**config.mk**
```make
export PLATFORM = sky130hd
export DESIGN_NAME = bfm_cfg
export DESIGN_NICKNAME = d
export VERILOG_FILES = /design/src/hdl/bfm_pkg.sv /design/src/hdl/bfm_cfg.sv
export SDC_FILE = /design/constraint.sdc
export NUM_CORES = 1
export LEC_CHECK = 0
export BUFFER_PORTS_ARGS = -buffer_cell sky130_fd_sc_hd__buf_2
export CAP_MARGIN = 20
export CORE_UTILIZATION = 35
export DETAILED_ROUTE_END_ITERATION = 10
export GPL_TIMING_DRIVEN = 0
export PLACE_DENSITY = 0.73
export SYNTH_ARGS = -nofsm -noshare
export SYNTH_HDL_FRONTEND = slang
export SYNTH_SLANG_ARGS = --single-unit
```
**constraint.sdc**
```tcl
create_clock -name clk_i -period 1.3 [get_ports clk_i]
set_clock_uncertainty 0.1 [all_clocks]
set_input_delay 0.26 -clock clk_i [delete_from_list [all_inputs] [get_ports clk_i]]
set_output_delay 0.26 -clock clk_i [all_outputs]
set_load 0.02 [all_outputs]
```
**src/hdl/bfm_pkg.sv**
```systemverilog
`timescale 1ns / 1ps
// ----------------------------------------------------------------------------
// bfm_pkg: shared types and constants of the 3x3 box mean filter
// Frame size limits, register map, beat payloads and the structs that
// travel between the filter's modules.
// ----------------------------------------------------------------------------
package bfm_pkg;

  localparam int MAX_WIDTH  = 1024;
  localparam int MAX_HEIGHT = 1024;

  // Field and register widths.
  localparam int PIX_W  = 8;
  localparam int SIZE_W = 11;
  localparam int COL_W  = $clog2(MAX_WIDTH);
  localparam int ROW_W  = $clog2(MAX_HEIGHT + 2);
  localparam int CSUM_W = PIX_W + 2;
  localparam int SUM_W  = PIX_W + 4;
  localparam int LINE_W = 2 * PIX_W;

  // Division by nine as a multiply by a rounded-up reciprocal.
  localparam int               RECIP_SHIFT = 16;
  localparam int               RECIP_W     = 13;
  localparam logic [RECIP_W-1:0] RECIP_NINE = 13'd7282;
  localparam int               PROD_W      = SUM_W + RECIP_W;

  // Configuration port.
  localparam int APB_ADDR_W = 3;
  localparam int APB_DATA_W = 32;
  localparam logic REG_FRAME_WIDTH  = 1'b0;
  localparam logic REG_FRAME_HEIGHT = 1'b1;
  localparam logic [SIZE_W-1:0] RESET_FRAME_WIDTH  = 11'd24;
  localparam logic [SIZE_W-1:0] RESET_FRAME_HEIGHT = 11'd7;

  typedef struct packed {
    logic [PIX_W-1:0] pixel_value;
    logic             pad_item;
  } pix_beat_t;

  typedef struct packed {
    logic [PIX_W-1:0] mean_value;
    logic             frame_end;
  } mean_beat_t;

  // Effective frame size plus a restart strobe on every register write.
  typedef struct packed {
    logic [SIZE_W-1:0] width;
    logic [SIZE_W-1:0] height;
    logic              restart;
  } cfg_t;

  // Per-item control decoded when the pixel is taken in.
  typedef struct packed {
    logic             wrap;
    logic             last;
    logic             norm;
    logic             col_ge2;
    logic             row_ge1;
    logic             row_ge2;
    logic             width_ge2;
    logic [PIX_W-1:0] pixel;
  } item_ctrl_t;

  // Neighbourhood sum waiting for the divider.
  typedef struct packed {
    logic             hit;
    logic [SUM_W-1:0] sum;
    logic             last;
  } win_res_t;

endpackage

```
**src/hdl/bfm_cfg.sv**
```systemverilog
`timescale 1ns / 1ps
// ----------------------------------------------------------------------------
// bfm_cfg: configuration registers
// Holds frame width and height, serves APB reads and clamps the sizes to
// the supported range.
// ----------------------------------------------------------------------------
module bfm_cfg (
  input  logic                               clk_i,
  input  logic                               rst_ni,
  input  logic                               psel,
  input  logic                               penable,
  input  logic                               pwrite,
  input  logic [bfm_pkg::APB_ADDR_W-1:0]     paddr,
  input  logic [bfm_pkg::APB_DATA_W-1:0]     pwdata,
  output logic [bfm_pkg::APB_DATA_W-1:0]     prdata,
  output logic                               pready,
  output bfm_pkg::cfg_t                      cfg_o
);

  logic [bfm_pkg::SIZE_W-1:0] width_q, width_d;
  logic [bfm_pkg::SIZE_W-1:0] height_q, height_d;
  logic                       wr_en;
  logic                       reg_sel;

  assign pready  = 1'b1;
  assign wr_en   = psel && penable && pwrite;
  assign reg_sel = paddr[2];

  always_comb begin
    width_d  = width_q;
    height_d = height_q;
    if (wr_en) begin
      unique case (reg_sel)
        bfm_pkg::REG_FRAME_WIDTH:  width_d  = pwdata[bfm_pkg::SIZE_W-1:0];
        bfm_pkg::REG_FRAME_HEIGHT: height_d = pwdata[bfm_pkg::SIZE_W-1:0];
        default:                   width_d  = width_q;
      endcase
    end
  end

  always_ff @(posedge clk_i or negedge rst_ni) begin
    if (!rst_ni) begin
      width_q  <= bfm_pkg::RESET_FRAME_WIDTH;
      height_q <= bfm_pkg::RESET_FRAME_HEIGHT;
    end else begin
      width_q  <= width_d;
      height_q <= height_d;
    end
  end

  always_comb begin
    prdata = '0;
    unique case (reg_sel)
      bfm_pkg::REG_FRAME_WIDTH:  prdata[bfm_pkg::SIZE_W-1:0] = width_q;
      bfm_pkg::REG_FRAME_HEIGHT: prdata[bfm_pkg::SIZE_W-1:0] = height_q;
      default:                   prdata = '0;
    endcase
  end

  // A size of zero counts as one, anything above the maximum as the maximum.
  always_comb begin
    if (width_q == '0) begin
      cfg_o.width = bfm_pkg::SIZE_W'(1);
    end else if (width_q > bfm_pkg::SIZE_W'(bfm_pkg::MAX_WIDTH)) begin
      cfg_o.width = bfm_pkg::SIZE_W'(bfm_pkg::MAX_WIDTH);
    end else begin
      cfg_o.width = width_q;
    end
    if (height_q == '0) begin
      cfg_o.height = bfm_pkg::SIZE_W'(1);
    end else if (height_q > bfm_pkg::SIZE_W'(bfm_pkg::MAX_HEIGHT)) begin
      cfg_o.height = bfm_pkg::SIZE_W'(bfm_pkg::MAX_HEIGHT);
    end else begin
      cfg_o.height = height_q;
    end
    cfg_o.restart = wr_en;
  end

endmodule

```
=== Yosys cells after proc, flatten, opt, wreduce, memory -nomap -nowiden ===
Cells that the tools add are included.

* $lt $le $gt $ge: 2
* Muxes and demuxes: 5
* Bitwise logic cells: 1
* Reduce and logical (&&, ||, !) cells: 6

{| class="wikitable"
|+ Operator list
! cell !! number
|-
| $mux 11 || 4
|-
| $gt 11x11->1 const B || 2
|-
| $logic_not 11->1 || 2
|-
| $pmux 11 s2 || 1
|-
| $reduce_and 2->1 || 2
|-
| $logic_and 1x1->1 || 2
|-
| $not 1->1 || 1
|}

* Flip-flop bits (word level): 22
* Input port bits: 40
* Output and inout bits: 56

=== Longest topological paths before layout ===
* Word-level depth: 3
* Mapped depth: 3
* Depth with buffers taken out: 2

=== Worst setup path after synthesis ===
No wires, ideal clock.

* Path kind: register -> output
* From: register height_q[10] (netlist bit)
* To: output port prdata[10] (netlist bit)
* Data arrival time: 942 ps
* Required time: 940 ps
* Slack: -2 ps
* Cell stages (with the launch flop): 4
* Cell sequence: dfrtp_1 clkbuf_1 nand2_1 o21ai_0

* Longest elaborated chain between the ends: 1

{| class="wikitable"
|+ RTL lines
! element !! line !! text
|-
| start: declaration || bfm_cfg.sv:21 || <nowiki>logic [bfm_pkg::SIZE_W-1:0] height_q, height_d;</nowiki>
|-
| start signal: assignment || bfm_cfg.sv:44 || <nowiki>height_q <= bfm_pkg::RESET_FRAME_HEIGHT;</nowiki>
|-
| start signal: assignment || bfm_cfg.sv:47 || <nowiki>height_q <= height_d;</nowiki>
|-
| $pmux 11 s2 || bfm_cfg.sv:53 || <nowiki>unique case (reg_sel)</nowiki>
|-
| end: declaration || bfm_cfg.sv:15 || <nowiki>output logic [bfm_pkg::APB_DATA_W-1:0] prdata,</nowiki>
|}

No other way between the ends.

==> metrics.cfg <==
[grt]
grt_overflow = 0
grt_pass1_vias = 1129
grt_pass1_wl_mm = 5.533
antenna_found_initial = 0
grt_usage_pct = 16.75
grt_max_degree = 23

[setup_path]
startpoint_type = register
cp.arrival_ns = 1.33
reg2reg_from = width_q[10]
end_kind = output port
timing.setup.critical_path_class = register to output port
cp-startpoint = height_q[9]
cp.required_ns = 0.94
reg2reg_depth = 3
path_max_fanout = 2
r2r-end = width_q[10]
r2r_slack_ns = 0.12
cp-endpoint = cfg_o[1]

[sta]
setup_violations = 33
rsz0062_at_grt = true
period_share_pct = 129.9
setup_ws_ns = -0.3883
fmax_mhz = 592.3
drv_slew = 0
period_minus_slack_ns = 1.688
hold_viol = 0
hold-worst-slack_ns = 0.1379

[floorplanning]
floorplan.die_area_sq_um = 4371
io_pins = 96
die_h_microns = 66.12
initial_utilization_pct = 37.88
rows = 22
core_sq_um = 3799
chipWidth_microns = 66.12

[routing]
via_count = 1147
highest-signal-layer = met4
wl_met2_mm = 1.948
route.detailed.drc = 0
wl_met1_mm = 1.560
ant_nets = 0
drt_wl_total_mm = 3.829
dr.pass1.iters = 4
met3_length_microns = 251
drt-initial-drc-count = 20
vias_per_cell = 4.395
wire_per_inst_microns = 14.67

[logic_synthesis]
syn_inst = 119
yosysSeqAreaShare_pct = 38.70
ys_ff_latch = 22
synth_fa_ha_area_share_pct = 0
syn_area_sq_um = 1439
synth_mux_area_share_pct = 30.26
avgSynthCellArea_sq_um = 12.09
yosys.area_share.simple_pct = 13.30
synth-compound-area-share_pct = 1.739
synth_top_family_by_area = multiplexers
synth_xor_area_share_pct = 0
synth_cell_types = 19
ys_warn_count = 0

[finish]
final_cell_mix = buf_4 (41), buf_6 (34), mux2_4 (27)
drive_above_1_share_pct = 75.59
final_common_cell = buf_4
fin_nets = 254
area_growth_pct = 68.87
antennaDiodeCount = 0

[clock_network]
cts_buffer_depth = 2
clkTransAtPathRegs_ns = 0.08
cts_buffers = 3
clock_sinks = 22
clock_latency_ns = 0.26
cts_tree = done
htree_num_levels = 1
root_buffer = clkbuf_8

[status]
status = complete, but fails checks
violations = setup timing

[power]
max-vdd-ir-drop_v = 0.0008583
total_leakage_power_nw = 1.317
power_density_nw_per_um2 = 1453

[place]
dp_hpwl_mm = 2.312
gp_congestion = 0.7430
dpl_worst_slack_ns = -0.2875
io_buffers = 50

[flow_run]
maxCapViolations = 0

[min_path]
min_path_type = input pin to register

==> timing repair <==
item                                    4_1_cts  5_1_grt
setup buffers                                 9        8
gates cloned                                  1        1
hold endpoints to repair                     17        0
hold buffers                                  1        0
gates resized for setup                      70       41
endpoints found under the setup margin       32       33
pin swaps                                     6        2
==> worst min-delay path by stage <==
stage	cells after the start	start	slack [ns]	end
final	2	pwdata[6]	0.14	height_q[6]
after floorplan	0	rst_ni	-0.14	height_q[10]
after global routing	2	pwdata[6]	0.14	height_q[6]
after global placement	1	rst_ni	0.13	width_q[1]
after detailed placement	1	rst_ni	0.15	width_q[1]
after CTS	2	pwdata[6]	0.14	height_q[6]
==> registers in the layout (all words and copies together), names as in the netlist <==
signal and flops:
height_q 11, width_q 11
==> routing by layer <==
layer	vias up	GRT usage (%)
met2	58	28.95
li1	546	-
met5	-	0
met1	537	21.50
met3	6	2.414
met4	0	4.787
==> synth_stat cells <==
library cell	instances	area share (%)
a32o_1	2	1.4
and3_1	1	0.44
buf_2	1	0.35
buf_4	23	12
buf_6	2	1.6
clkbuf_1	4	1.0
conb_1	2	0.52
dfrtp_1	17	30
dfstp_2	5	9.1
inv_1	2	0.52
mux2_2	12	9.4
mux2_4	20	21
nand2_1	1	0.26
nand4_2	1	0.87
nand4b_4	1	1.7
nor2_1	2	0.52
nor2b_1	18	7.8
nor4_1	4	1.7
o21ai_0	1	0.35
==> per-stage QoR <==
step | cells | cell area, sq um | utilization [%] | TNS [ns] | power, mW
2_1_floorplan | 139 | 1515 | - | 0 | 1.888
3_3_place_gp | 237 | 1826 | 48.06 | -3.699 | 2.254
3_5_place_dp | 237 | 1826 | 48.06 | -3.818 | 2.269
4_1_cts | 252 | 2191 | 57.67 | -7.635 | 3.161
5_1_grt | 261 | 2430 | 63.97 | -9.035 | 3.698
6_report | 261 | 2430 | 63.97 | -7.765 | 3.530
==> logic make-up (layout without fill, tap and decap cells) <==
family	Yosys count	after routing
mux	32	32
other cells	2	22
buf+inv	32	106
simple gates	28	28
flops	22	22
compound gates	3	3
==> cell type report <==
class | instances | area, sq um
clock buffer | 4 | 45.04
sequential | 22 | 558.0
inverter | 2 | 7.507
timing repair buffer | 70 | 604.3
buffer | 30 | 270.3
multi-input combinational | 85 | 884.6
tap | 48 | 60.06
fill | 302 | 1369
==> worst max-delay path: stages, from the launching register on <==
cell     delay [ns]
dfrtp_1        0.41
nor4_2         0.31
a32o_2         0.23
buf_6          0.12
==> power breakdown <==
group	internal [mW]	total, mW	switching [mW]
Combinational	1.18	2.04	0.856
Clock	0.219	0.437	0.219
Sequential	0.864	1.06	0.192
Total	2.26	3.53	1.27
No activity file was read; power rests on OpenSTA's default activity.
