--- src/hdl/bfm_pkg.sv ---
`timescale 1ns / 1ps
// ----------------------------------------------------------------------------
// bfm_pkg: shared types and constants of the 3x3 box mean filter
// Frame size limits, register map, beat payloads and the structs that
// travel between the filter's modules.
// ----------------------------------------------------------------------------
package bfm_pkg;

  localparam int MAX_WIDTH  = 1024;
  localparam int MAX_HEIGHT = 1024;

  // Field and register widths.
  localparam int PIX_W  = 8;
  localparam int SIZE_W = 11;
  localparam int COL_W  = $clog2(MAX_WIDTH);
  localparam int ROW_W  = $clog2(MAX_HEIGHT + 2);
  localparam int CSUM_W = PIX_W + 2;
  localparam int SUM_W  = PIX_W + 4;
  localparam int LINE_W = 2 * PIX_W;

  // Division by nine as a multiply by a rounded-up reciprocal.
  localparam int               RECIP_SHIFT = 16;
  localparam int               RECIP_W     = 13;
  localparam logic [RECIP_W-1:0] RECIP_NINE = 13'd7282;
  localparam int               PROD_W      = SUM_W + RECIP_W;

  // Configuration port.
  localparam int APB_ADDR_W = 3;
  localparam int APB_DATA_W = 32;
  localparam logic REG_FRAME_WIDTH  = 1'b0;
  localparam logic REG_FRAME_HEIGHT = 1'b1;
  localparam logic [SIZE_W-1:0] RESET_FRAME_WIDTH  = 11'd24;
  localparam logic [SIZE_W-1:0] RESET_FRAME_HEIGHT = 11'd7;

  typedef struct packed {
    logic [PIX_W-1:0] pixel_value;
    logic             pad_item;
  } pix_beat_t;

  typedef struct packed {
    logic [PIX_W-1:0] mean_value;
    logic             frame_end;
  } mean_beat_t;

  // Effective frame size plus a restart strobe on every register write.
  typedef struct packed {
    logic [SIZE_W-1:0] width;
    logic [SIZE_W-1:0] height;
    logic              restart;
  } cfg_t;

  // Per-item control decoded when the pixel is taken in.
  typedef struct packed {
    logic             wrap;
    logic             last;
    logic             norm;
    logic             col_ge2;
    logic             row_ge1;
    logic             row_ge2;
    logic             width_ge2;
    logic [PIX_W-1:0] pixel;
  } item_ctrl_t;

  // Neighbourhood sum waiting for the divider.
  typedef struct packed {
    logic             hit;
    logic [SUM_W-1:0] sum;
    logic             last;
  } win_res_t;

endpackage

--- src/hdl/bfm_div9.sv ---
`timescale 1ns / 1ps
// ----------------------------------------------------------------------------
// bfm_div9: divide by nine and output register
// Turns a neighbourhood sum into its truncated mean and holds the result
// beat until the receiver takes it.
// ----------------------------------------------------------------------------
module bfm_div9 (
  input  logic                       clk_i,
  input  logic                       rst_ni,
  input  logic                       valid_i,
  input  logic [bfm_pkg::SUM_W-1:0]  sum_i,
  input  logic                       last_i,
  output logic                       ready_o,
  output logic                       out_valid_o,
  input  logic                       out_stall_i,
  output bfm_pkg::mean_beat_t        out_data_o
);

  logic [bfm_pkg::PROD_W-1:0] prod;
  logic                       load;
  logic                       out_valid_q, out_valid_d;
  bfm_pkg::mean_beat_t        out_data_q;

  // The reciprocal error stays below one ninth over the full sum range.
  assign prod    = bfm_pkg::PROD_W'(sum_i) * bfm_pkg::PROD_W'(bfm_pkg::RECIP_NINE);
  assign ready_o = !out_valid_q || !out_stall_i;
  assign load    = valid_i && ready_o;

  always_comb begin
    if (load) begin
      out_valid_d = 1'b1;
    end else if (!out_stall_i) begin
      out_valid_d = 1'b0;
    end else begin
      out_valid_d = out_valid_q;
    end
  end

  always_ff @(posedge clk_i or negedge rst_ni) begin
    if (!rst_ni) begin
      out_valid_q <= 1'b0;
    end else begin
      out_valid_q <= out_valid_d;
    end
  end

  always_ff @(posedge clk_i) begin
    if (load) begin
      out_data_q.mean_value <= prod[bfm_pkg::RECIP_SHIFT +: bfm_pkg::PIX_W];
      out_data_q.frame_end  <= last_i;
    end
  end

  assign out_valid_o = out_valid_q;
  assign out_data_o  = out_data_q;

endmodule

--- config.mk ---
export PLATFORM = sky130hd
export DESIGN_NAME = bfm_div9
export DESIGN_NICKNAME = d
export VERILOG_FILES = /design/src/hdl/bfm_pkg.sv /design/src/hdl/bfm_div9.sv
export SDC_FILE = /design/constraint.sdc
export NUM_CORES = 1
export LEC_CHECK = 0
export BUFFER_PORTS_ARGS = -buffer_cell sky130_fd_sc_hd__buf_2
export CORE_MARGIN = 3
export CORE_UTILIZATION = 40
export CTS_CLUSTER_DIAMETER = 150
export DETAILED_ROUTE_END_ITERATION = 10
export GPL_TIMING_DRIVEN = 0
export PLACE_DENSITY_LB_ADDON = 0.15
export SLEW_MARGIN = 0
export SYNTH_ARGS = -nofsm -noshare
export SYNTH_HDL_FRONTEND = slang
export SYNTH_SLANG_ARGS = --single-unit
--- constraint.sdc ---
create_clock -name clk_i -period 1.3 [get_ports clk_i]
set_input_delay 0.065 -clock clk_i [delete_from_list [all_inputs] [get_ports clk_i]]
set_output_delay 0.065 -clock clk_i [all_outputs]
set_load 0.01 [all_outputs]
# After elaboration in Yosys (flattened, before gate mapping)
# Index checks and enable logic that the tools add are counted.
dict set report classes {
  n_mux 2
  n_reduce_logical 4
  n_shift 0
  n_bitwise 0
  eq_ne 1
  n_lt_le_gt_ge 0
  mul 1
  add_sub_neg 0
  div 0
}
# cell n
set op_table {}
lappend op_table {{multiplier 12 x 12 -> 23 bit (second input constant)} 1}
lappend op_table {{logical NOT 1 bit} 2}
lappend op_table {{2-to-1 mux 1 bit} 2}
lappend op_table {{inequality test 2 x 1 -> 1 bit (second input constant)} 1}
lappend op_table {{logical AND 1 bit} 1}
lappend op_table {{logical OR 1 bit} 1}
dict set report word_totals {
  mem_bits_ro 0
  ram_bits 0
  latch_bits 0
  elab_cells 11
  output_inout_bits 11
  inputBits 17
  reg_bits 10
  n_memories 0
}

# Depth between registers and ports, before layout
dict set report logic_depth {
  ltp_word 4
  depth_mapped 18
  depth_no_buf 18
}

# Least setup slack after synthesis
# Ideal clock, no wire load.
dict set report synth_timing {
  path_type {in2reg}
  startpoint {in sum_i[1] in the netlist's numbering}
  endpoint {reg out_data_q, in the netlist out_data_o[8] (data pin)}
  path_stages 18
  path_slack_ns -2.880
  n_path_buf 0
  required_ns 1.040
  setup_ns 0.260
  arrival_ns 3.920
  path_cell_list {inv_1 fa_1 inv_1 ha_1 inv_1 fa_1 inv_1 fa_1 inv_1 fa_1 inv_1 ha_1 nand2_1 o21ai_0 nand2_1 a31oi_1 o21ai_0 xnor2_1}
}
dict set report synth_via {
  elab_chain_len 1
}
# item line_no
set synth_rtl {}
lappend synth_rtl {{from (decl)} bfm_div9.sv:11} ;# input logic [bfm_pkg::SUM_W-1:0] sum_i,
lappend synth_rtl {{multiplier 12 x 12 -> 23 bit} bfm_div9.sv:25} ;# assign prod = bfm_pkg::PROD_W'(sum_i) * bfm_pkg::PROD_W'(bfm_pkg::RECIP_NINE);
lappend synth_rtl {{via prod (one bit)} bfm_div9.sv:19} ;# logic [bfm_pkg::PROD_W-1:0] prod;
lappend synth_rtl {{to (decl)} bfm_div9.sv:22} ;# bfm_pkg::mean_beat_t out_data_q;
# The timed path passes the listed nets, and every way through them passes these cells.
# A chain may end at the register's enable or synchronous reset.

# Final worst setup path
dict set report layout_timing {
  startpoint {in sum_i[7] in the netlist's numbering}
  endpoint {reg out_data_q, in the netlist out_data_o[3] (data pin)}
}
# Same word-level chain as after synthesis.

==> flow_summary_export.csv <==
group,metric,value,unit
floorplanning,row_count,27,
route,drcViolationCount,0,
synth,syn-num-nets,353,
run,maxCapViolations,0,
timing,fmax,255,MHz
clock_tree,cts_inserted_buffers,3,
worst_setup_path,crit_cells,17,
worst_setup_path,cp_max_fo,5,
worst_setup_path,cp_top_family,"adder cells",
synth,yosysUniqueCellTypes,35,
worst_setup_path,worstSetupPathType,"in -> reg",
power_and_ir_drop,p_comb_frac,0.847,
clock_tree,htree_num_levels,1,
power_and_ir_drop,seq_power_share,0.102,
power_and_ir_drop,p_sw_frac,0.471,
timing,worst_slew_pin_slew,0.284,ns
synth,synthesis.instances,241,
clock_tree,cts_tree,"built",
route,via_count,1738,
place,place_area,2710,µm²
route,routed_wl,4730,µm
synth,yosysWarningCount,0,
synth,synth_edf_count,9,
clock_tree,cts_root_buffer,"clkbuf_8",
synth,synthFlopType,"edfxtp_1",
layout,stdcell_area,2970,µm²
worst_setup_path,max_stage_delay,0.53,ns
timing,finalHoldViolCount,0,
floorplanning,chipWidth,83.8,µm
layout,n_antenna_cell,0,
route,firstDrtPassIters,4,
timing,grt_setup_unrepaired,"yes",
timing,slew_viol_final,0,
floorplanning,die_h,83.8,µm
global_route,grt-ovfl-total,0,
timing,post-route-min-period,3.92,ns
worst_setup_path,crit_chain,"buf_4 > fa_1 > ha_4 > inv_2 > fa_1 > inv_1 > fa_1 > inv_1 > fa_1 > inv_2 > ha_4 > and3_4 > nand4_1 > a31oi_4 > buf_4 > nor2_2 > xnor2_1",
floorplanning,die-area,7020,µm²
synth,yosys_register_bits,10,
worst_setup_path,crit_buf_inv,6,
global_route,antenna_found_initial,0,
clock_tree,clk_path_buf_depth,2,
worst_setup_path,worstPathRequired,1.29,ns
clock_tree,clkLatencyLatePin,0.23,ns
worst_setup_path,cp-start-kind,"primary input",
place,placed_cells,340,
power_and_ir_drop,p_per_area,2160,nW/µm²
floorplanning,start_util,0.426,
power_and_ir_drop,power.ir.vdd_worst,1.06,mV
route,viasPerCell,4.91,
clock_tree,clock_sinks,10,
synth,synth_async_sr_flop_share,0.100,
timing,worst_hold_slack,0.0313,ns
synth,syn_area_per_cell,10.0,µm²
power_and_ir_drop,clkPwrFrac,0.051,
worst_setup_path,r2r-start,"out_valid_o$_DFFE_PN0P_",
place,gp_congestion,0.800,
run_status,outcome,"finished with violations",
place,hpwl,4200,µm
timing,clock_skew,0.00148,ns
floorplanning,pin_count,28,
layout,layout-drive-gt1-share,0.255,
global_route,grt_max_degree,10,
hold_path,hold_path_class,"in -> reg",
timing,post-route-period-util,3.02,
layout,layout_commonest_cell,"ha_1",
global_route,grt_pass1_vias,1728,
layout,instances_no_fill,354,
worst_setup_path,crit_end,"out_data_o[3]$_DFFE_PP_",
power_and_ir_drop,power,6.41,mW
layout,post-route-util,0.524,
power_and_ir_drop,p_leak,1.54,nW
worst_setup_path,cp-startpoint,"sum_i[7]",
worst_setup_path,slowest_stage,"fa_1",
synth,yosysSeqAreaShare,0.122,
timing,relSlewSlack,0.809,
run_status,violations,"setup timing",
worst_setup_path,reg2reg_slack,0.23,ns
place,io_buffers,27,
worst_setup_path,r2r-end,"out_data_o[6]$_DFFE_PP_",
power_and_ir_drop,power.internal,3.39,mW
floorplanning,coreArea,5680,µm²
worst_setup_path,crit_top_cell,"fa_1",
power_and_ir_drop,switching_power,3.02,mW
global_route,grt_first_pass_wirelength,8110,µm
worst_setup_path,r2r_cells,2,
worst_setup_path,endpoint_kind,"register",
route,drtAntennaViolNets,0,
synth,synth_area,2420,µm²
clock_tree,clkSlewWorstSetupHoldPaths,0.05,ns
route,avgRoutedWirePerCell,13.4,µm
layout,final_nets,395,
timing,setup_viol,8,
timing,postLayoutSetupSlackWorst,-2.62,ns
worst_setup_path,arrival,3.91,ns
route,drt_iter0_drc,44,
layout,final_cell_mix,"59 x ha_1, 54 x inv_1, 29 x fa_1",
layout,area_growth,22.9,%
global_route,grt_use_total,0.141,
[repair_timing]
action | in CTS | in global routing
setup endpoints to repair | 8 | 17
buffers inserted | 7 | 2
pin swaps | 13 | 4
hold buffers | 2 | 0
endpoints found under the hold margin | 2 | 0
gates resized for setup | 20 | 9
[worst reg2reg max path, delay by kind of cell (launching register included)]
kind          cells  cell delay (ns)
simple gates      2             0.39
flops             1             0.37
[routing by layer]
| metal | vias to the layer above | wire length [µm] | global-route usage |
|---|---|---|---|
| li1 | 879 | - | - |
| met1 | 842 | 2370 | 0.215 |
| met2 | 13 | 2260 | 0.222 |
| met3 | 4 | 87 | 0.0178 |
| met4 | 0 | 19 | 0.0132 |
| met5 | - | 0 | 0 |
[final cells by class]
class | instances | area (µm²)
repair buffers | 38 | 258
well taps | 72 | 90.1
flip-flops and latches | 10 | 295
clock buffers | 3 | 41.3
plain buffers | 1 | 11.3
fillers | 547 | 2700
multi-input cells | 169 | 2040
inverters | 60 | 238
clock inverters | 1 | 3.75
[registers in the layout, indices dropped and copies added, names as in the netlist]
name         count
out_data_o       9
out_valid_o      1
[metrics by stage]
step / TNS (ns) / setup WS [ns]
floorplan: -19.53 / -2.51
global route: -21.86 / -2.81
global placement: -23.40 / -3.04
finish: -20.33 / -2.62
detailed placement: -23.26 / -3.00
CTS: -20.33 / -2.59
[logic make-up (layout without fill, tap and decap cells)]
| kind of cell | after synthesis | in the layout | synth area share |
|---|---|---|---|
| flops | 10 | 10 | 0.122 |
| simple gates | 37 | 37 | 0.0822 |
| fa+ha+maj | 95 | 95 | 0.581 |
| xor+xnor | 11 | 11 | 0.0398 |
| mux | 1 | 1 | 0.00414 |
| compound gates | 25 | 25 | 0.0714 |
| buf+inv | 62 | 103 | 0.0993 |
[power by group through the flow]
stage               Sequential [mW]  Clock (mW)  Combinational, mW
floorplan                     0.735           0               3.53
finish                        0.652       0.330               5.43
CTS                           0.655       0.340               5.26
global route                  0.668       0.357               6.19
detailed placement            0.660           0               4.67
global placement              0.652           0               4.62
[how the worst min path moves through the flow]
| stage | from | endpoint | cells after the start |
|---|---|---|---|
| after floorplan | rst_ni | out_valid_o$_DFFE_PN0P_ | 0 |
| after global placement | rst_ni | out_valid_o$_DFFE_PN0P_ | 1 |
| after detailed placement | rst_ni | out_valid_o$_DFFE_PN0P_ | 1 |
| after CTS | valid_i | out_valid_o$_DFFE_PN0P_ | 2 |
| after global routing | valid_i | out_valid_o$_DFFE_PN0P_ | 2 |
| final | valid_i | out_valid_o$_DFFE_PN0P_ | 2 |
[Yosys cell counts (2+ instances only)]
master,instances,area (µm²)
and2_1,2,12.5
or3_1,2,12.5
nor2_1,7,26.3
nand4_1,6,37.5
xor2_1,3,26.3
and3_1,2,12.5
a21o_1,2,15.0
edfxtp_1,9,270
o21ai_0,8,40.0
a21oi_1,5,25.0
nand3_1,2,10.0
nand2_1,7,26.3
ha_1,66,826
nor2b_1,3,18.8
nand2b_1,2,12.5
o21ai_1,2,10.0
xnor2_1,8,70.1
fa_1,29,581
inv_1,60,225
(Power assumes the default switching activity.)
