`config.mk`:
```
export PLATFORM = sky130hd
export DESIGN_NAME = bfm_window
export DESIGN_NICKNAME = d
export VERILOG_FILES = /design/src/hdl/bfm_pkg.sv /design/src/hdl/bfm_window.sv
export SDC_FILE = /design/constraint.sdc
export NUM_CORES = 1
export LEC_CHECK = 0
export CORE_ASPECT_RATIO = 1.25
export CORE_UTILIZATION = 43
export CTS_CLUSTER_DIAMETER = 30
export DETAILED_ROUTE_END_ITERATION = 10
export DONT_BUFFER_PORTS = 1
export GPL_TIMING_DRIVEN = 0
export PLACE_DENSITY = 0.69
export SLEW_MARGIN = 20
export SYNTH_ARGS = -nofsm -noshare
export SYNTH_HDL_FRONTEND = slang
export SYNTH_SLANG_ARGS = --single-unit
```
`constraint.sdc`:
```
create_clock -name clk_i -period 8.6 [get_ports clk_i]
set_input_delay 2.15 -clock clk_i [delete_from_list [all_inputs] [get_ports clk_i]]
set_output_delay 2.15 -clock clk_i [all_outputs]
set_load 0.02 [all_outputs]
```
`src/hdl/bfm_pkg.sv`:
```
`timescale 1ns / 1ps
// ----------------------------------------------------------------------------
// bfm_pkg: shared types and constants of the 3x3 box mean filter
// Frame size limits, register map, beat payloads and the structs that
// travel between the filter's modules.
// ----------------------------------------------------------------------------
package bfm_pkg;

  localparam int MAX_WIDTH  = 1024;
  localparam int MAX_HEIGHT = 1024;

  // Field and register widths.
  localparam int PIX_W  = 8;
  localparam int SIZE_W = 11;
  localparam int COL_W  = $clog2(MAX_WIDTH);
  localparam int ROW_W  = $clog2(MAX_HEIGHT + 2);
  localparam int CSUM_W = PIX_W + 2;
  localparam int SUM_W  = PIX_W + 4;
  localparam int LINE_W = 2 * PIX_W;

  // Division by nine as a multiply by a rounded-up reciprocal.
  localparam int               RECIP_SHIFT = 16;
  localparam int               RECIP_W     = 13;
  localparam logic [RECIP_W-1:0] RECIP_NINE = 13'd7282;
  localparam int               PROD_W      = SUM_W + RECIP_W;

  // Configuration port.
  localparam int APB_ADDR_W = 3;
  localparam int APB_DATA_W = 32;
  localparam logic REG_FRAME_WIDTH  = 1'b0;
  localparam logic REG_FRAME_HEIGHT = 1'b1;
  localparam logic [SIZE_W-1:0] RESET_FRAME_WIDTH  = 11'd24;
  localparam logic [SIZE_W-1:0] RESET_FRAME_HEIGHT = 11'd7;

  typedef struct packed {
    logic [PIX_W-1:0] pixel_value;
    logic             pad_item;
  } pix_beat_t;

  typedef struct packed {
    logic [PIX_W-1:0] mean_value;
    logic             frame_end;
  } mean_beat_t;

  // Effective frame size plus a restart strobe on every register write.
  typedef struct packed {
    logic [SIZE_W-1:0] width;
    logic [SIZE_W-1:0] height;
    logic              restart;
  } cfg_t;

  // Per-item control decoded when the pixel is taken in.
  typedef struct packed {
    logic             wrap;
    logic             last;
    logic             norm;
    logic             col_ge2;
    logic             row_ge1;
    logic             row_ge2;
    logic             width_ge2;
    logic [PIX_W-1:0] pixel;
  } item_ctrl_t;

  // Neighbourhood sum waiting for the divider.
  typedef struct packed {
    logic             hit;
    logic [SUM_W-1:0] sum;
    logic             last;
  } win_res_t;

endpackage

```
`src/hdl/bfm_window.sv`:
```
`timescale 1ns / 1ps
// ----------------------------------------------------------------------------
// bfm_window: 3x3 window and neighbourhood sum
// Shifts in one column per item and forms the sum for either the pixel one
// column back or, at a row wrap, the last pixel of the row before.
// ----------------------------------------------------------------------------
module bfm_window (
  input  logic                        clk_i,
  input  logic                        rst_ni,
  input  logic                        adv_i,
  input  bfm_pkg::item_ctrl_t         ctrl_i,
  input  logic [bfm_pkg::LINE_W-1:0]  line_i,
  output logic [bfm_pkg::PIX_W-1:0]   middle_o,
  output bfm_pkg::win_res_t           res_o
);

  // Window rows top to bottom, columns oldest to newest.
  logic [bfm_pkg::PIX_W-1:0]  win_q [3][3];
  logic [bfm_pkg::PIX_W-1:0]  upper, middle;
  logic [bfm_pkg::PIX_W-1:0]  new_col [3];
  logic [bfm_pkg::CSUM_W-1:0] cs0, cs1, cs2, cs_new;
  logic [bfm_pkg::SUM_W-1:0]  wrap_sum, norm_sum;

  assign middle_o = line_i[bfm_pkg::PIX_W-1:0];
  assign upper    = ctrl_i.row_ge2 ? line_i[bfm_pkg::LINE_W-1:bfm_pkg::PIX_W] : '0;
  assign middle   = ctrl_i.row_ge1 ? line_i[bfm_pkg::PIX_W-1:0] : '0;

  assign new_col[0] = upper;
  assign new_col[1] = middle;
  assign new_col[2] = ctrl_i.pixel;

  assign cs0 = bfm_pkg::CSUM_W'(win_q[0][0]) + bfm_pkg::CSUM_W'(win_q[1][0])
             + bfm_pkg::CSUM_W'(win_q[2][0]);
  assign cs1 = bfm_pkg::CSUM_W'(win_q[0][1]) + bfm_pkg::CSUM_W'(win_q[1][1])
             + bfm_pkg::CSUM_W'(win_q[2][1]);
  assign cs2 = bfm_pkg::CSUM_W'(win_q[0][2]) + bfm_pkg::CSUM_W'(win_q[1][2])
             + bfm_pkg::CSUM_W'(win_q[2][2]);
  assign cs_new = bfm_pkg::CSUM_W'(upper) + bfm_pkg::CSUM_W'(middle)
                + bfm_pkg::CSUM_W'(ctrl_i.pixel);

  // At a row wrap the window still holds the last two columns of the row and
  // the column to the right lies outside the frame.
  assign wrap_sum = bfm_pkg::SUM_W'(cs2)
                  + (ctrl_i.width_ge2 ? bfm_pkg::SUM_W'(cs1) : '0);
  // Otherwise the sum is over the window after the shift.
  assign norm_sum = bfm_pkg::SUM_W'(cs2) + bfm_pkg::SUM_W'(cs_new)
                  + (ctrl_i.col_ge2 ? bfm_pkg::SUM_W'(cs1) : '0);

  always_comb begin
    res_o.hit  = ctrl_i.wrap || ctrl_i.norm;
    res_o.sum  = ctrl_i.wrap ? wrap_sum : norm_sum;
    res_o.last = ctrl_i.last;
  end

  always_ff @(posedge clk_i or negedge rst_ni) begin
    if (!rst_ni) begin
      for (int i = 0; i < 3; i++) begin
        for (int j = 0; j < 3; j++) begin
          win_q[i][j] <= '0;
        end
      end
    end else if (adv_i) begin
      for (int i = 0; i < 3; i++) begin
        win_q[i][0] <= win_q[i][1];
        win_q[i][1] <= win_q[i][2];
        win_q[i][2] <= new_col[i];
      end
    end
  end

endmodule

```
==> Word level (Yosys, flattened, before mapping) <==
Index checks and enable logic that the tools add are counted.
{ "totals": {"regBits": 48, "output_inout_bits": 22, "wordCells": 21} }
{ "op_classes": {"add_sub_neg": 9, "n_mux": 5, "n_reduce_logical": 1} }
{ "ops": {"columns": ["cell", "count"], "rows": [
  ["$add 9x8->10", 3],
  ["$add 8x8->9", 3],
  ["$add 10x10->11", 2],
  ["$mux 10", 2],
  ["$mux 8", 2],
  ["$add 11x10->12", 1],
  ["$mux 12", 1],
  ["$logic_or 1x1->1", 1]
]} }

==> Logic depth before layout (Yosys ltp) <==
Gate-level depths: netlist of the first run.
{ "depth": {"depth_word": 6, "ltp_mapped": 22, "ltp_nobuf": 21} }

==> Worst setup path after synthesis of the first run <==
Ideal clock, no wire load.
{ "synth_timing": {"path_kind": "input -> output", "start": "in line_i[9] in the netlist's numbering", "end": "out res_o[12] in the netlist's numbering", "t_arrival_ns": 5.537, "path_slack_ns": 0.913, "path_stages": 14, "path_buffers": 0, "path_cell_list": "and2_1 > fa_1 > fa_1 > inv_1 > fa_1 > inv_1 > ha_1 > inv_1 > fa_1 > nand2b_1 > a21o_1 > a21oi_1 > nor3_1 > nor3b_1"} }
{ "synth_lines": {"columns": ["element", "line", "rtl"], "rows": [
  ["from (decl)", "bfm_window.sv:12", "input logic [bfm_pkg::LINE_W-1:0] line_i,"],
  ["to (decl)", "bfm_window.sv:14", "output bfm_pkg::win_res_t res_o"]
]} }

==> run summary, run 1 <==
run status: complete, no violations
Critical Path AT: 5.83 ns
Mapped Cells: 485
detailed-route DRC error count: 0
critical-path maximum fanout: 3
fraction of layout cells with a size suffix above 1: 0.146
Vias: 3421
PnR worst setup slack: 0.620 ns
min-delay worst type: flop to flop
antenna violations before repair: 0
setup TNS: 0 ns
Starting Density: 0.449
Final min period: 7.98 ns
# diodes: 0
cell row count: 42
Synth async-reset ratio: 1.00
vias in the first global route: 3627
Max Freq: 125 MHz
Net Switching: 0.971 mW
Final Hold Slack: 0.484 ns
Setup CP Type: primary input to output pin
max FFs per register: 48
EDFF count, synth: 0
proportion of power drawn by combinational gates: 0.742
Power Total: 1.93 mW
DR vias/cell: 5.47
post-synthesis sequential area ratio: 0.248
first-pass GRT wire length: 17600 um
gr ovfl total: 0
most used cell, CP: fa_1
Met2 Wirelength: 5170 um
Die X: 96.9 um
die area: 0.0117 mm^2
Worst-path clk slew: 0.07 ns
fin util: 0.481
average size of a mapped cell: 9.98 um^2
flops & latches, synth: 48
Iter 0 DRT Violations: 183
pwr dens: 372 mW/mm^2
final setup fails: 0
Flop pwr share: 0.141
CTS tree: done
Final ANT Viol Nets: 0
Post-Syn Area: 0.00484 mm^2
Filler cells: 967
Worst VDD drop: 154 uV
Layout Nets: 612
Die Y-Extent: 121 um
leakage power: 2.50 nW
Core ar.: 0.0108 mm^2
largest net degree at the start of global routing: 49
First-pass DRT Iterations: 4
biggest regs: win_q: 48 flops
max_slew headroom: 0.524
Max Cap Viol: 0
Global Route Usage Sum: 0.188
DR top layer: met4
Final Skew: 0.00756 ns
Syn-to-layout area delta: 6.98%
Clock Power Share: 0.117
worst skew pair latency: 0.30 ns
Net Sw Frac: 0.504
clock sinks: 48
synth unique cells: 55
H-tree depth: 2
WL per Instance: 16.3 um
detailed-placement wirelength estimate: 8600 um
worst path bufs/invs: 3
hold_buf cts: 0
Final Cycle Share: 0.928
CTS Buffer Depth: 2
DRT Wirelength: 10200 um
final-report hold violation count: 0
count of final max-slew check failures: 0
crit-path cells: and2_1 -> fa_1 -> fa_1 -> inv_1 -> fa_1 -> inv_1 -> ha_1 -> inv_1 -> fa_1 -> nand2b_1 -> a21o_1 -> a21oi_1 -> nor3_1 -> nor3b_1
routability-driven placement congestion ratio: 0.881
Internal Power: 0.958 mW
IO buf count: 0
RSZ-0062 raised after global routing: no
routed wire length on met3: 243 um
post-CTS setup repair buffer count: 0
Num CTS Buffers: 5
Crit. End Element: output pin
Slew @ Worst Pin: 0.712 ns
yosys warns: 0
register with the most flip-flops: win_q
Met1 Routed Length: 4590 um
pre-CTS WS: 0.566 ns
commonest non-fill, non-tap cell in the layout: inv_1
commonest cells after routing, fill and taps aside: inv_1, dfrtp_1, fa_1, ha_1, mux2_2
Syn Nets: 605
cell family with most CP delay: adder cells
Root Driver: clkbuf_16
Post-synth top flop: dfrtp_1
I/O Pins: 56
crit start category: primary input
CP max stage delay: 0.59 ns
Resized Gates After CTS: 0
Worst path slowest cell: nor3b_1
Critical Path RT: 6.45 ns
==> per-layer routing <==
| layer | up-vias | track usage |
|---|---|---|
| met2 | 74 | 0.336 |
| met3 | 16 | 0.0197 |
| met5 | - | 0 |
| met1 | 1672 | 0.235 |
| met4 | 0 | 0.0653 |
| li1 | 1659 | - |
==> cells in the mapped netlist, types with 2 or more instances <==
| master | count | share of area |
|---|---|---|
| or4_1 | 2 | 0.0031 |
| xnor2_1 | 9 | 0.016 |
| inv_1 | 56 | 0.043 |
| nor3_1 | 4 | 0.0041 |
| or3_1 | 2 | 0.0026 |
| a31oi_1 | 4 | 0.0052 |
| or2_2 | 2 | 0.0026 |
| nand2_1 | 30 | 0.023 |
| buf_2 | 2 | 0.0021 |
| and2_1 | 22 | 0.028 |
| nand3_1 | 10 | 0.010 |
| o2111ai_1 | 2 | 0.0036 |
| ha_1 | 43 | 0.11 |
| mux2_2 | 41 | 0.095 |
| fa_1 | 43 | 0.18 |
| dfrtp_1 | 48 | 0.25 |
| nor2b_1 | 7 | 0.0090 |
| nor3b_1 | 2 | 0.0031 |
| nor4_1 | 2 | 0.0026 |
| a21oi_1 | 23 | 0.024 |
| o21a_1 | 3 | 0.0047 |
| o211ai_1 | 5 | 0.0078 |
| clkbuf_1 | 9 | 0.0070 |
| xor2_1 | 7 | 0.013 |
| buf_6 | 3 | 0.0070 |
| nand2b_1 | 5 | 0.0065 |
| nor2_1 | 17 | 0.013 |
| buf_4 | 10 | 0.016 |
| o21ai_0 | 22 | 0.023 |
| a21o_1 | 14 | 0.022 |
| a311oi_1 | 2 | 0.0036 |
| nand3b_1 | 2 | 0.0031 |
| mux2i_1 | 6 | 0.012 |
| nor4b_1 | 5 | 0.0090 |
==> power groups by stage <==
| stage | Clock, mW | Sequential (mW) | Combinational, mW |
|---|---|---|---|
| 6_report | 0.226 | 0.271 | 1.43 |
| 3_5_place_dp | 0 | 0.275 | 1.43 |
| 2_1_floorplan | 0 | 0.270 | 1.17 |
| 4_1_cts | 0.229 | 0.271 | 1.44 |
| 3_3_place_gp | 0 | 0.273 | 1.40 |
| 5_1_grt | 0.238 | 0.275 | 1.61 |
==> worst paths after layout <==
path / slack (ns) / end / cells past startpoint / start
max in group asynchronous: 6.96 / win_q[29] / 0 / rst_ni
setup / recovery: 0.62 / res_o[12] / 14 / line_i[9]
hold / removal: 0.48 / win_q[9] / 2 / win_q[1]
setup reg to reg: 7.78 / win_q[10] / 1 / win_q[2]
min in group asynchronous: 1.55 / win_q[50] / 0 / rst_ni
hold reg to reg: 0.48 / win_q[9] / 2 / win_q[1]
==> cells by family (layout without fill, tap and decap cells) <==
| kind of cell | Yosys count | in the layout | share of synthesized area |
|---|---|---|---|
| buf+inv | 80 | 88 | 0.0749 |
| mux | 47 | 47 | 0.108 |
| simple gates | 118 | 118 | 0.131 |
| flops | 48 | 48 | 0.248 |
| compound gates | 90 | 90 | 0.121 |
| xor+xnor | 16 | 16 | 0.0289 |
| fa+ha+maj | 86 | 86 | 0.289 |
==> final cells by class <==
class	count	area [um^2]	share of cell area
Buffer	24	153	0.0295
Clock buffer	5	125	0.0242
Clock inverter	3	47.5	0.00918
Inverter	56	210	0.0406
Multi-Input combinational cell	357	3280	0.633
Sequential cell	48	1200	0.232
Tap cell	132	165	0.0319
==> stage by stage <==
step | instances | area, um^2
after global placement | 617 | 5010
after detailed placement | 617 | 5010
after global routing | 625 | 5180
final | 625 | 5180
after CTS | 625 | 5180
after floorplan | 485 | 4840
Power figures use the tool's default switching activity.
==> inputs of run 2 (changes only) <==
CAP_MARGIN = 10   (was not set)
CORE_UTILIZATION = 55   (was 43)
PLACE_DENSITY = 0.81   (was 0.69)
clock period = 8.9 ns   (was 8.6 ns; I/O delays follow)
==> run 2 against run 1 <==
Against the previous run:
- setup slack better by 0.17 ns
- sequential share of layout area increased by 0.29 points
- register-to-register slack better by 0.30 ns
- combinational power down 3%
- first-iteration DRC count down 13%
- worst hold slack gained 0.0024 ns
- critical path type unchanged
- largest cell class unchanged
==> run summary, run 2 (synthesis results as in run 1) <==
run status: complete, no violations (unchanged)
Die Y-Extent: 107 um (was 121 um)
Final Instance Area: 0.00511 mm^2 (was 0.00518 mm^2)
CTS Buffer Depth: 2 (unchanged)
Die X: 85.9 um (was 96.9 um)
Final Skew: 0.00552 ns (was 0.00756 ns)
Resized Gates After CTS: 0 (unchanged)
Vias: 3478 (was 3421)
detailed-placement wirelength estimate: 8380 um (was 8600 um)
R2R setup slack: 8.08 ns (was 7.78 ns)
placed cell area: 0.00499 mm^2 (was 0.00501 mm^2)
Critical Path AT: 5.88 ns (was 5.83 ns)
DR vias/cell: 5.70 (was 5.47)
Starting Density: 0.578 (was 0.449)
largest net degree at the start of global routing: 49 (unchanged)
Final ANT Viol Nets: 0 (unchanged)
HP Start: win_q[1] (unchanged)
count of final max-slew check failures: 0 (unchanged)
die area: 0.00919 mm^2 (was 0.0117 mm^2)
final-report hold violation count: 0 (unchanged)
biggest regs: win_q: 48 flops (unchanged)
Worst path slowest cell: nor3b_1 (unchanged)
most used cell, CP: fa_1 (unchanged)
fraction of layout cells with a size suffix above 1: 0.146 (unchanged)
WL per Instance: 16.3 um (about the same)
Worst VDD drop: 188 uV (was 154 uV)
post-CTS setup repair buffer count: 0 (unchanged)
H-tree depth: 2 (unchanged)
cell family with most CP delay: adder cells (unchanged)
Global Route Usage Sum: 0.233 (was 0.188)
Syn-to-layout area delta: 5.63% (was 6.98%)
hold-critical path depth: 2 (unchanged)
reg-to-reg startpoint: win_q[28] (was win_q[2])
Num CTS Buffers: 5 (unchanged)
Worst-path clk slew: 0.09 ns (was 0.07 ns)
First-pass DRT Iterations: 4 (unchanged)
crit-path cells: and2_1 -> fa_1 -> fa_1 -> inv_1 -> fa_1 -> inv_1 -> ha_1 -> inv_1 -> fa_1 -> nand2b_1 -> a21o_1 -> a21oi_1 -> nor3_1 -> nor3b_1 (unchanged)
antenna violations before repair: 0 (unchanged)
worst path bufs/invs: 3 (unchanged)
FF-to-FF path depth: 1 (unchanged)
register with the most flip-flops: win_q (unchanged)
first-pass GRT wire length: 16800 um (was 17600 um)
Core ar.: 0.00838 mm^2 (was 0.0108 mm^2)
max_slew headroom: 0.540 (was 0.524)
leakage power: 2.48 nW (was 2.50 nW)
CTS tree: done (unchanged)
Final Hold Slack: 0.487 ns (was 0.484 ns)
Hold EP: win_q[9] (unchanged)
routability-driven placement congestion ratio: 0.878 (was 0.881)
commonest non-fill, non-tap cell in the layout: inv_1 (unchanged)
worst skew pair latency: 0.30 ns (about the same)
Root Driver: clkbuf_8 (was clkbuf_16)
Crit Reg-Reg Endpoint: win_q[36] (was win_q[10])
CP max stage delay: 0.57 ns (was 0.59 ns)
detailed-route DRC error count: 0 (unchanged)
max FFs per register: 48 (unchanged)
crit start category: primary input (unchanged)
# diodes: 0 (unchanged)
Final min period: 8.11 ns
Max Freq: 123 MHz
min-delay worst type: flop to flop (unchanged)
final setup fails: 0 (unchanged)
PnR worst setup slack: 0.792 ns (was 0.620 ns)
critical-path maximum fanout: 3 (unchanged)
Filler cells: 655 (was 967)
Layout Nets: 612 (unchanged)
vias in the first global route: 3665 (was 3627)
DRT Wirelength: 9920 um (was 10200 um)
cell row count: 37 (was 42)
pre-CTS WS: 0.785 ns (was 0.566 ns)
setup TNS: 0 ns (unchanged)
Slew @ Worst Pin: 0.688 ns (was 0.712 ns)
Iter 0 DRT Violations: 159 (was 183)
gr ovfl total: 0 (unchanged)
Max Cap Viol: 0 (unchanged)
RSZ-0062 raised after global routing: no (unchanged)
IO buf count: 0 (unchanged)
hold_buf cts: 0 (unchanged)
Setup CP Type: primary input to output pin (unchanged)
Crit. End Element: output pin (unchanged)
Final Cycle Share: 0.911
commonest cells after routing, fill and taps aside: inv_1, dfrtp_1, fa_1, ha_1, mux2_2 (unchanged)
Critical Path RT: 6.68 ns (was 6.45 ns)
pwr dens: 355 mW/mm^2 (was 372 mW/mm^2)
I/O Pins: 56 (unchanged)
clock sinks: 48 (unchanged)
[run 2: cell types whose count changed in the layout (fill, tap and decap cells not counted), sizes merged]
cell    before  now
clkbuf      14   16
clkinv       2    0
[run 2: worst min-delay path: cells and delay by family (launching register included)]
kind,cells,cell delay (ns)
DFF,1,0.35
AOI/OAI and AO/OA,1,0.06
and+or+nand+nor,1,0.05
[run 2: how the worst max path moves through the flow]
stage          startpoint  cells after the start        end
5_1_grt          win_q[1]                     22  res_o[12]
2_1_floorplan   line_i[9]                     14  res_o[12]
3_3_place_gp    line_i[9]                     14  res_o[12]
3_5_place_dp    line_i[9]                     14  res_o[12]
4_1_cts         line_i[9]                     14  res_o[12]
6_report        line_i[9]                     14  res_o[12]
[run 2: per-stage QoR]
step	util	total power, mW	std cells
finish	0.610	1.81	610
global route	0.610	2.00	610
CTS	0.610	1.81	610
detailed placement	0.595	1.63	602
global placement	0.595	1.60	602
floorplan	-	1.39	485
[run 2: final cells by class]
type                    count  area, um^2  share of cell area
multi-input cells         357        3280               0.641
flip-flops and latches     48        1200               0.235
inverters                  56         210              0.0411
plain buffers              24         153              0.0298
well taps                 117         146              0.0286
clock buffers               7        96.3              0.0188
clock inverters             1        30.0             0.00587
[run 2: metal layers]
metal / vias to the layer above / routed length (um) / track usage
met2: 96 / 5000 / 0.399
li1: 1657 / - / -
met4: 0 / 201 / 0.0964
met1: 1707 / 4260 / 0.295
met5: - / 0 / 0
met3: 18 / 469 / 0.0316
[run 2: power breakdown]
part | internal, mW | switching, mW | total, mW | leakage, nW
Sequential | 0.242 | 0.0202 | 0.262 | 0.603
Combinational | 0.550 | 0.834 | 1.38 | 1.81
Clock | 0.0991 | 0.0697 | 0.169 | 0.0645
Total | 0.890 | 0.924 | 1.81 | 2.48
==> inputs of run 3 (changes only) <==
MAX_ROUTING_LAYER = met4   (was not set)
PLACE_DENSITY = 0.75   (was 0.81)
==> run 3 against run 2 <==
Against the previous run:
- cell count is the same
- setup slack improved by 0.028 ns
- global-route usage up 0.17 points
- total power down 0.84%
- sequential power hardly changed
- utilization shrank 0.13 points
- clock skew up 0.0024 ns
- flip-flop and latch count did not move
- register-to-register slack barely moved
- critical path depth unchanged
- sequential share of layout area up 0.052 points
- clock power fell by 5%
- largest cell class unchanged
==> run summary, run 3 (synthesis results as in run 1) <==
first-pass GRT wire length: 16300 um (was 16800 um)
Final Skew: 0.00793 ns (was 0.00552 ns)
I/O Pins: 56 (unchanged)
setup TNS: 0 ns (unchanged)
Crit Reg-Reg Endpoint: win_q[2] (was win_q[36])
Filler cells: 697 (was 655)
Critical Path AT: 5.86 ns (was 5.88 ns)
First-pass DRT Iterations: 4 (unchanged)
cell row count: 37 (unchanged)
Worst-path clk slew: 0.09 ns (about the same)
Die Y-Extent: 107 um (unchanged)
max_slew headroom: 0.548 (was 0.540)
max FFs per register: 48 (unchanged)
# diodes: 0 (unchanged)
Num CTS Buffers: 5 (unchanged)
Worst VDD drop: 163 uV (was 188 uV)
Critical Path RT: 6.68 ns (about the same)
register with the most flip-flops: win_q (unchanged)
leakage power: 2.47 nW (was 2.48 nW)
Final ANT Viol Nets: 0 (unchanged)
detailed-route DRC error count: 0 (unchanged)
worst skew pair latency: 0.31 ns (was 0.30 ns)
PnR worst setup slack: 0.820 ns (was 0.792 ns)
Most Crowded Layer GR: met2 (unchanged)
HP Start: win_q[25] (was win_q[1])
Max Cap Viol: 0 (unchanged)
critical-path maximum fanout: 3 (unchanged)
final setup fails: 0 (unchanged)
IO buf count: 0 (unchanged)
R2R setup slack: 8.09 ns (was 8.08 ns)
Global Route Usage Sum: 0.235 (was 0.233)
CTS tree: done (unchanged)
routing usage on met3: 0.0208 (was 0.0316)
pre-CTS WS: 0.807 ns (was 0.785 ns)
GR met1 Demand/Resource: 0.305 (was 0.295)
largest net degree at the start of global routing: 49 (unchanged)
min-delay worst type: flop to flop (unchanged)
hold_buf cts: 0 (unchanged)
run status: complete, no violations (unchanged)
fraction of layout cells with a size suffix above 1: 0.146 (unchanged)
commonest cells after routing, fill and taps aside: inv_1, dfrtp_1, fa_1, ha_1, mux2_2 (unchanged)
antenna violations before repair: 0 (unchanged)
RSZ-0062 raised after global routing: no (unchanged)
Layout Nets: 612 (unchanged)
clock sinks: 48 (unchanged)
FF-to-FF path depth: 1 (unchanged)
Core ar.: 0.00838 mm^2 (unchanged)
Die X: 85.9 um (unchanged)
met2 Use GR: 0.383 (was 0.399)
Max Freq: 124 MHz (was 123 MHz)
detailed-placement wirelength estimate: 8170 um (was 8380 um)
Starting Density: 0.578 (unchanged)
gr ovfl total: 0 (unchanged)
Resized Gates After CTS: 0 (unchanged)
Hold EP: win_q[33] (was win_q[9])
post-CTS setup repair buffer count: 0 (unchanged)
Setup CP Type: primary input to output pin (unchanged)
Vias: 3378 (was 3478)
pwr dens: 353 mW/mm^2 (was 355 mW/mm^2)
commonest non-fill, non-tap cell in the layout: inv_1 (unchanged)
Iter 0 DRT Violations: 174 (was 159)
DRT Wirelength: 9560 um (was 9920 um)
CTS Buffer Depth: 2 (unchanged)
H-tree depth: 2 (unchanged)
die area: 0.00919 mm^2 (unchanged)
vias in the first global route: 3497 (was 3665)
biggest regs: win_q: 48 flops (unchanged)
Root Driver: clkbuf_8 (unchanged)
Final Cycle Share: 0.908 (was 0.911)
count of final max-slew check failures: 0 (unchanged)
Final min period: 8.08 ns (was 8.11 ns)
Slew @ Worst Pin: 0.676 ns (was 0.688 ns)
Crit. End Element: output pin (unchanged)
hold-critical path depth: 2 (unchanged)
routability-driven placement congestion ratio: 0.880 (was 0.878)
reg-to-reg startpoint: win_q[2] (was win_q[28])
crit start category: primary input (unchanged)
final-report hold violation count: 0 (unchanged)
WL per Instance: 15.7 um (was 16.3 um)
DR vias/cell: 5.54 (was 5.70)
Syn-to-layout area delta: 5.40% (was 5.63%)
-- run 3: changes by cell type in the layout (fill, tap and decap cells not counted), sizes merged --
cell,previous run,this run
inv,56,57
clkbuf,16,14
clkinvlp,0,1
-- run 3: worst max path at each step --
| stage | startpoint | end | slack [ns] | depth (start not counted) |
|---|---|---|---|---|
| floorplan | line_i[9] | res_o[12] | 1.06 | 14 |
| global placement | line_i[9] | res_o[12] | 0.86 | 14 |
| detailed placement | line_i[9] | res_o[12] | 0.81 | 14 |
| CTS | line_i[9] | res_o[12] | 0.81 | 14 |
| global route | win_q[1] | res_o[12] | 0.53 | 22 |
| finish | line_i[9] | res_o[12] | 0.82 | 14 |
-- run 3: power breakdown --
group	switching (mW)	internal, mW	total (mW)
Sequential	0.0198	0.242	0.261
Clock	0.0763	0.0846	0.161
Combinational	0.826	0.551	1.38
Total	0.922	0.877	1.80
-- run 3: layout make-up --
cell class | instances | area, um^2 | area share
clock buffer | 5 | 68.8 | 0.0135
inverter | 56 | 210 | 0.0412
clock inverter | 3 | 46.3 | 0.00907
tap | 117 | 146 | 0.0287
multi-input combinational | 357 | 3280 | 0.642
sequential | 48 | 1200 | 0.235
buffer | 24 | 153 | 0.0299
-- run 3: layer usage --
metal	part of all wire	vias to the layer above
met5	0	-
met4	0.018	0
met3	0.033	14
met2	0.49	81
met1	0.46	1624
li1	-	1659
-- run 3: worst max-delay path, stage by stage --
cell      delay (ns)
and2_1          0.16
fa_1            0.50
fa_1            0.55
inv_1           0.05
fa_1            0.46
inv_1           0.07
ha_1            0.17
inv_1           0.06
fa_1            0.38
nand2b_1        0.20
a21o_1          0.22
a21oi_1         0.18
nor3_1          0.07
nor3b_1         0.56
-- run 3: through the flow --
step	std cells	hold slack, ns	utilization	power, mW	cell area (um^2)
after floorplan	485	0.450	-	1.39	4840
after global routing	610	0.529	0.609	1.98	5100
after CTS	610	0.499	0.609	1.80	5100
final	610	0.494	0.609	1.80	5100
after detailed placement	602	0.475	0.595	1.63	4990
after global placement	602	0.464	0.595	1.60	4990
